`src/hw/rtl/shgb_pkg.sv`:
```
`timescale 1ns / 1ps
// ----------------------------------------------------------------------------
// Spatial hash grid broadphase package
// Shared types and constants for the hash grid unit.
// ----------------------------------------------------------------------------
package shgb_pkg;

	localparam logic [31:0] HASH_PX = 32'd73856093;
	localparam logic [31:0] HASH_PY = 32'd19349663;

	typedef enum logic [1:0] {
		REQ_CLEAR = 2'd0,
		REQ_ADD   = 2'd1,
		REQ_FIND  = 2'd2,
		REQ_POINT = 2'd3
	} req_t;

	typedef enum logic [1:0] {
		ST_OK       = 2'd0,
		ST_OBJ_FULL = 2'd1,
		ST_KEY_FULL = 2'd2,
		ST_TOO_BIG  = 2'd3
	} status_t;

	// Request from the sequencer to the shared divider.
	typedef struct packed {
		logic        go;
		logic [20:0] num;
		logic [16:0] den;
	} div_req_t;

	// Divider answer.
	typedef struct packed {
		logic        done;
		logic [20:0] quo;
	} div_rsp_t;

endpackage

```
`src/hw/rtl/shgb_div.sv`:
```
`timescale 1ns / 1ps
// ----------------------------------------------------------------------------
// Serial divider
// Restoring divider, one quotient bit a cycle, unsigned magnitudes.
// ----------------------------------------------------------------------------
module shgb_div (
	input  logic               clk,
	input  logic               arst_n,
	input  shgb_pkg::div_req_t req,
	output shgb_pkg::div_rsp_t rsp
);
	import shgb_pkg::*;

	logic [20:0] quo_q;
	logic [17:0] rem_q;
	logic [16:0] den_q;
	logic [4:0]  cnt_q;
	logic        busy_q;
	logic        done_q;
	logic [17:0] trial;

	// One restoring step on the shifted remainder.
	assign trial = {rem_q[16:0], quo_q[20]} - {1'b0, den_q};

	always_ff @(posedge clk or negedge arst_n) begin
		if (!arst_n) begin
			busy_q <= 1'b0;
			done_q <= 1'b0;
			cnt_q  <= '0;
		end else begin
			done_q <= 1'b0;
			if (req.go) begin
				busy_q <= 1'b1;
				cnt_q  <= 5'd21;
			end else if (busy_q) begin
				cnt_q <= cnt_q - 5'd1;
				if (cnt_q == 5'd1) begin
					busy_q <= 1'b0;
					done_q <= 1'b1;
				end
			end
		end
	end

	always_ff @(posedge clk) begin
		if (req.go) begin
			quo_q <= req.num;
			rem_q <= '0;
			den_q <= req.den;
		end else if (busy_q) begin
			if (!trial[17]) begin
				rem_q <= trial;
				quo_q <= {quo_q[19:0], 1'b1};
			end else begin
				rem_q <= {rem_q[16:0], quo_q[20]};
				quo_q <= {quo_q[19:0], 1'b0};
			end
		end
	end

	assign rsp = '{done: done_q, quo: quo_q};

endmodule

```
`config.mk`:
```
export PLATFORM = sky130hd
export DESIGN_NAME = shgb_div
export DESIGN_NICKNAME = d
export VERILOG_FILES = /design/src/hw/rtl/shgb_pkg.sv /design/src/hw/rtl/shgb_div.sv
export SDC_FILE = /design/constraint.sdc
export NUM_CORES = 1
export LEC_CHECK = 0
export BUFFER_PORTS_ARGS = -buffer_cell sky130_fd_sc_hd__buf_4
export CORE_MARGIN = 2
export CORE_UTILIZATION = 35
export DETAILED_ROUTE_END_ITERATION = 7
export PLACE_DENSITY = 0.6
export SKIP_CTS_REPAIR_TIMING = 1
export SLEW_MARGIN = 30
export SYNTH_ARGS = -nofsm -noshare
export SYNTH_HDL_FRONTEND = slang
export SYNTH_SLANG_ARGS = --single-unit
```
`constraint.sdc`:
```
create_clock -name clk -period 3.4 [get_ports clk]
set_input_delay 0.34 -clock clk [delete_from_list [all_inputs] [get_ports clk]]
set_output_delay 0.34 -clock clk [all_outputs]
set_load 0.005 [all_outputs]
```
== Word level (Yosys, flattened, before mapping) ==
Cells that the tools add are included.
Word-level totals
  word-level logic and storage cells: 22
  output and inout bits: 22
  input bits: 41
  bits in registers: 62
Operators by class
  reduce and logical (&&, ||, !) cells: 1
  equality and inequality tests: 1
  $add $sub $neg: 2
  muxes and demuxes: 12
Operators by type and width (count)
  $mux 21: 2
  $sub 18x17->18: 1
  $mux 17: 1
  $mux 5: 2
  $mux 1: 7
  $eq 5x1->1 const B: 1
  $sub 5x1->5 const B: 1
  $reduce_bool 2->1: 1

== Depth between registers and ports, before layout ==
  depth after elaboration: 4
  gate-level depth with buffers: 11
  mapped depth without buffers: 10

== Least setup slack after synthesis ==
Ideal clock, no wire load.
  path type: register to register
  start: reg den_q[4]
  end: reg rem_q[0]
  slack: 1.032 ns
  data required time: 3.309 ns
  cell stages (with the launch flop): 11
  clock period less this slack: 2.368 ns
  arrival time: 2.277 ns
  buffers on the path: 1
  library setup time: 0.091 ns
  cells stage by stage: edfxtp_1 inv_1 ha_1 a21o_1 or3_4 o21ai_4 a31o_1 a32oi_2 buf_6 or2_1 a311oi_1
On the way
  word-level cells in the longest chain between the ends: 2
RTL lines
  start: declaration: RTL line shgb_div.sv:16  | logic [16:0] den_q;
  start signal: assignment: RTL line shgb_div.sv:49  | den_q <= req.den;
  $sub 18x17->18: RTL line shgb_div.sv:23  | assign trial = {rem_q[16:0], quo_q[20]} - {1'b0, den_q};
  $mux 17: RTL line shgb_div.sv:51  | if (!trial[17]) begin
  end signal: assignment: RTL line shgb_div.sv:52  | rem_q <= trial;
  end signal: assignment: RTL line shgb_div.sv:55  | rem_q <= {rem_q[16:0], quo_q[20]};
  end: declaration: RTL line shgb_div.sv:15  | logic [17:0] rem_q;
No other way between the ends.
A chain may end at the register's enable or synchronous reset.

== Worst setup path after layout ==
  start: reg rem_q[3]
  end: reg rem_q[6]
On the way
  word-level cells in the longest chain between the ends: 2
RTL lines (RTL line)
  $sub 18x17->18: shgb_div.sv:23
  $mux 17: shgb_div.sv:51
No other way between the ends.

==> flow_summary.ini <==
[status]
status = finished, final reports clean

[finish]
antennaDiodeCount = 0
layout.nets = 440
syn_to_final_growth_pct = 22.8
fin_cells = 517
finish.utilization = 0.440
fin_area_mm2 = 0.00426
drive_gt1_frac = 0.289
fill_cells = 929

[power]
p_sw_frac = 0.244
combPwrFrac = 0.155
seq_power_share = 0.469
p_leak_nw = 1.89
max-vdd-ir-drop_v = 0.000167
power_switching_mw = 0.463
power_mw = 1.90
internal_power_mw = 1.44
power_density_mw_per_mm2 = 445
clkPwrFrac = 0.377

[die]
placementRows = 36
dieArea_mm2 = 0.0107
num_io_pins = 63
die_w_um = 104
die-height_um = 104
initial_core_util = 0.359
core_mm2 = 0.00968

[global_routing]
grt_use_total = 0.134
grt_first_pass_wirelength_um = 11700
antenna_found_initial = 0
overflow = 0
grt_max_degree = 35
grt_pass1_vias = 2488

[setup_path]
cp_max_fo = 10
arrival_ns = 3.06
worst_ep_required_time_ns = 3.61
endpoint_kind = flip-flop
r2r_setup_slack_ns = 0.54
worstReg2RegStart = rem_q[3]$_SDFFE_PP0P_
worstSetupPathType = reg2reg
crit_start = rem_q[3]$_SDFFE_PP0P_
critPathLaunchType = flip-flop

[clock_tree]
clk_pin_slew_ns = 0.08
cts_buffers = 9
clock_latency_ns = 0.35
cts_sinks = 62
cts-root-buf = clkbuf_8
clk_path_buf_depth = 2
cts_tree = yes
h-tree-depth = 3

[timing]
grt_setup_unrepaired = no
fin_tns_setup_ns = 0
drv_slew = 0
skew_ns = 0.0170
finalSetupViolCount = 0
fmax_mhz = 350
period_needed_ns = 2.86
timing.final.ws_setup_ns = 0.543
whs_ns = 0.160
worstMarginPinSlew_ns = 0.819
slew_headroom = 0.454
hold_viol = 0
finalCritPeriodShare = 0.840

[place]
place_inst = 500
place.gp.congestion = 0.843
dp_slack_ns = 0.539
portBuffers = 62
hpwl_um = 4970
post_dp_cell_area_mm2 = 0.00404

[min_path]
hp-class = in2reg
hp-start = req[10]

[yosys]
synth-edff-count = 38
synthesis.area_mm2 = 0.00347
async_flop_share = 0.113
syn_area_per_cell_um2 = 11.1
synthCells = 313
synth_ff_type = edfxtp_1
synth_seq_cells = 62
synth_seq_area_share = 0.477
synth_nets = 374
yosys_warnings = 0
ys_types = 57

[detailed_routing]
dr.first_iter.drc_count = 63
drc = 0
routed_wl_um = 6980
vias_per_cell = 4.78
via_count = 2472
wl_per_cell_um = 13.5
first_pass_iters = 4
antenna_left = 0

[flow_run]
maxCapViolations = 0
-- cells in the final DEF (no fill, tap or decap), drive strengths merged, types with 2 or more instances in the layout --
cell / n
a211o: 2
a211oi: 13
a21boi: 2
a21o: 3
a21oi: 17
a311oi: 2
a31oi: 2
and3: 2
buf: 67
bufinv: 2
clkbuf: 11
clkinv: 2
dfrtp: 7
dfxtp: 17
edfxtp: 38
ha: 19
inv: 23
mux2: 21
mux2i: 13
nand2: 19
nand2b: 5
nand3b: 2
nand4: 2
nor2: 29
nor3: 3
o211ai: 2
o21a: 5
o21ai: 14
or3: 2
xnor2: 10
xor2: 6
-- power by group through the flow --
stage | registers [mW] | clock network [mW] | logic (mW)
after floorplan | 0.903 | 0 | 0.178
after global placement | 0.905 | 0 | 0.290
after detailed placement | 0.906 | 0 | 0.293
after CTS | 0.891 | 0.737 | 0.296
after global routing | 0.897 | 0.767 | 0.326
final | 0.890 | 0.715 | 0.294
-- area by class of cell --
cell class / instances / area (um2) / share of cell area
multi-input cells: 216 / 1630 / 0.383
repair buffers: 68 / 513 / 0.120
well taps: 133 / 166 / 0.0390
clock buffers: 11 / 131 / 0.0308
clock inverters: 5 / 82.6 / 0.0194
flip-flops and latches: 62 / 1660 / 0.388
inverters: 22 / 82.6 / 0.0194
-- cells by family after synthesis --
kind of cell,count (synthesis),share of synthesized area
AND/OR/NAND/NOR,73,0.101
buffers and inverters,35,0.0533
AO/OA/AOI/OAI,73,0.149
flip-flops,62,0.477
multiplexers,34,0.106
adder cells (fa/ha/maj),20,0.0742
XOR/XNOR,16,0.0403
-- cell usage after synthesis, drive strengths merged, types with 3 or more instances --
cell type,number,share of area
dfxtp,17,0.098
nor2,29,0.031
xnor2,10,0.025
inv,22,0.024
dfrtp,7,0.050
clkbuf,6,0.0079
o21a,5,0.011
o21ai,14,0.023
nand2,19,0.021
a21o,3,0.0065
ha,19,0.068
nor3,3,0.0043
mux2,21,0.068
xor2,6,0.015
buf,7,0.022
a21oi,17,0.028
nand2b,5,0.0090
edfxtp,38,0.33
a211oi,13,0.028
mux2i,13,0.037
-- worst paths after layout --
kind,end,cells past startpoint
hold / removal,den_q[10]$_DFFE_PP_,1
max in group asynchronous,busy_q$_DFF_PN0_,2
hold reg to reg,rem_q[14]$_SDFFE_PP0P_,2
min in group asynchronous,done_q$_DFF_PN0_,2
setup / recovery,rem_q[6]$_SDFFE_PP0P_,9
setup reg to reg,rem_q[6]$_SDFFE_PP0P_,9
-- registers in the layout, indices dropped and copies added, names as in the netlist --
register	flops
rem_q	17
den_q	17
busy_q	1
done_q	1
quo_q	21
cnt_q	5
-- critical path, stage by stage, from the launching register on --
cell,delay [ns]
dfxtp_1,0.33
ha_1,0.36
a21o_1,0.24
or3_4,0.35
o21ai_4,0.18
nand4_1,0.12
a32oi_2,0.56
buf_4,0.29
mux2i_1,0.21
a211oi_1,0.09
-- routing by layer --
metal | wire (um) | global-route usage
met4 | 155 | 0.0724
met1 | 3290 | 0.168
met2 | 3370 | 0.218
met3 | 169 | 0.0264
met5 | 0 | 0
No activity file was read; power rests on OpenSTA's default activity.
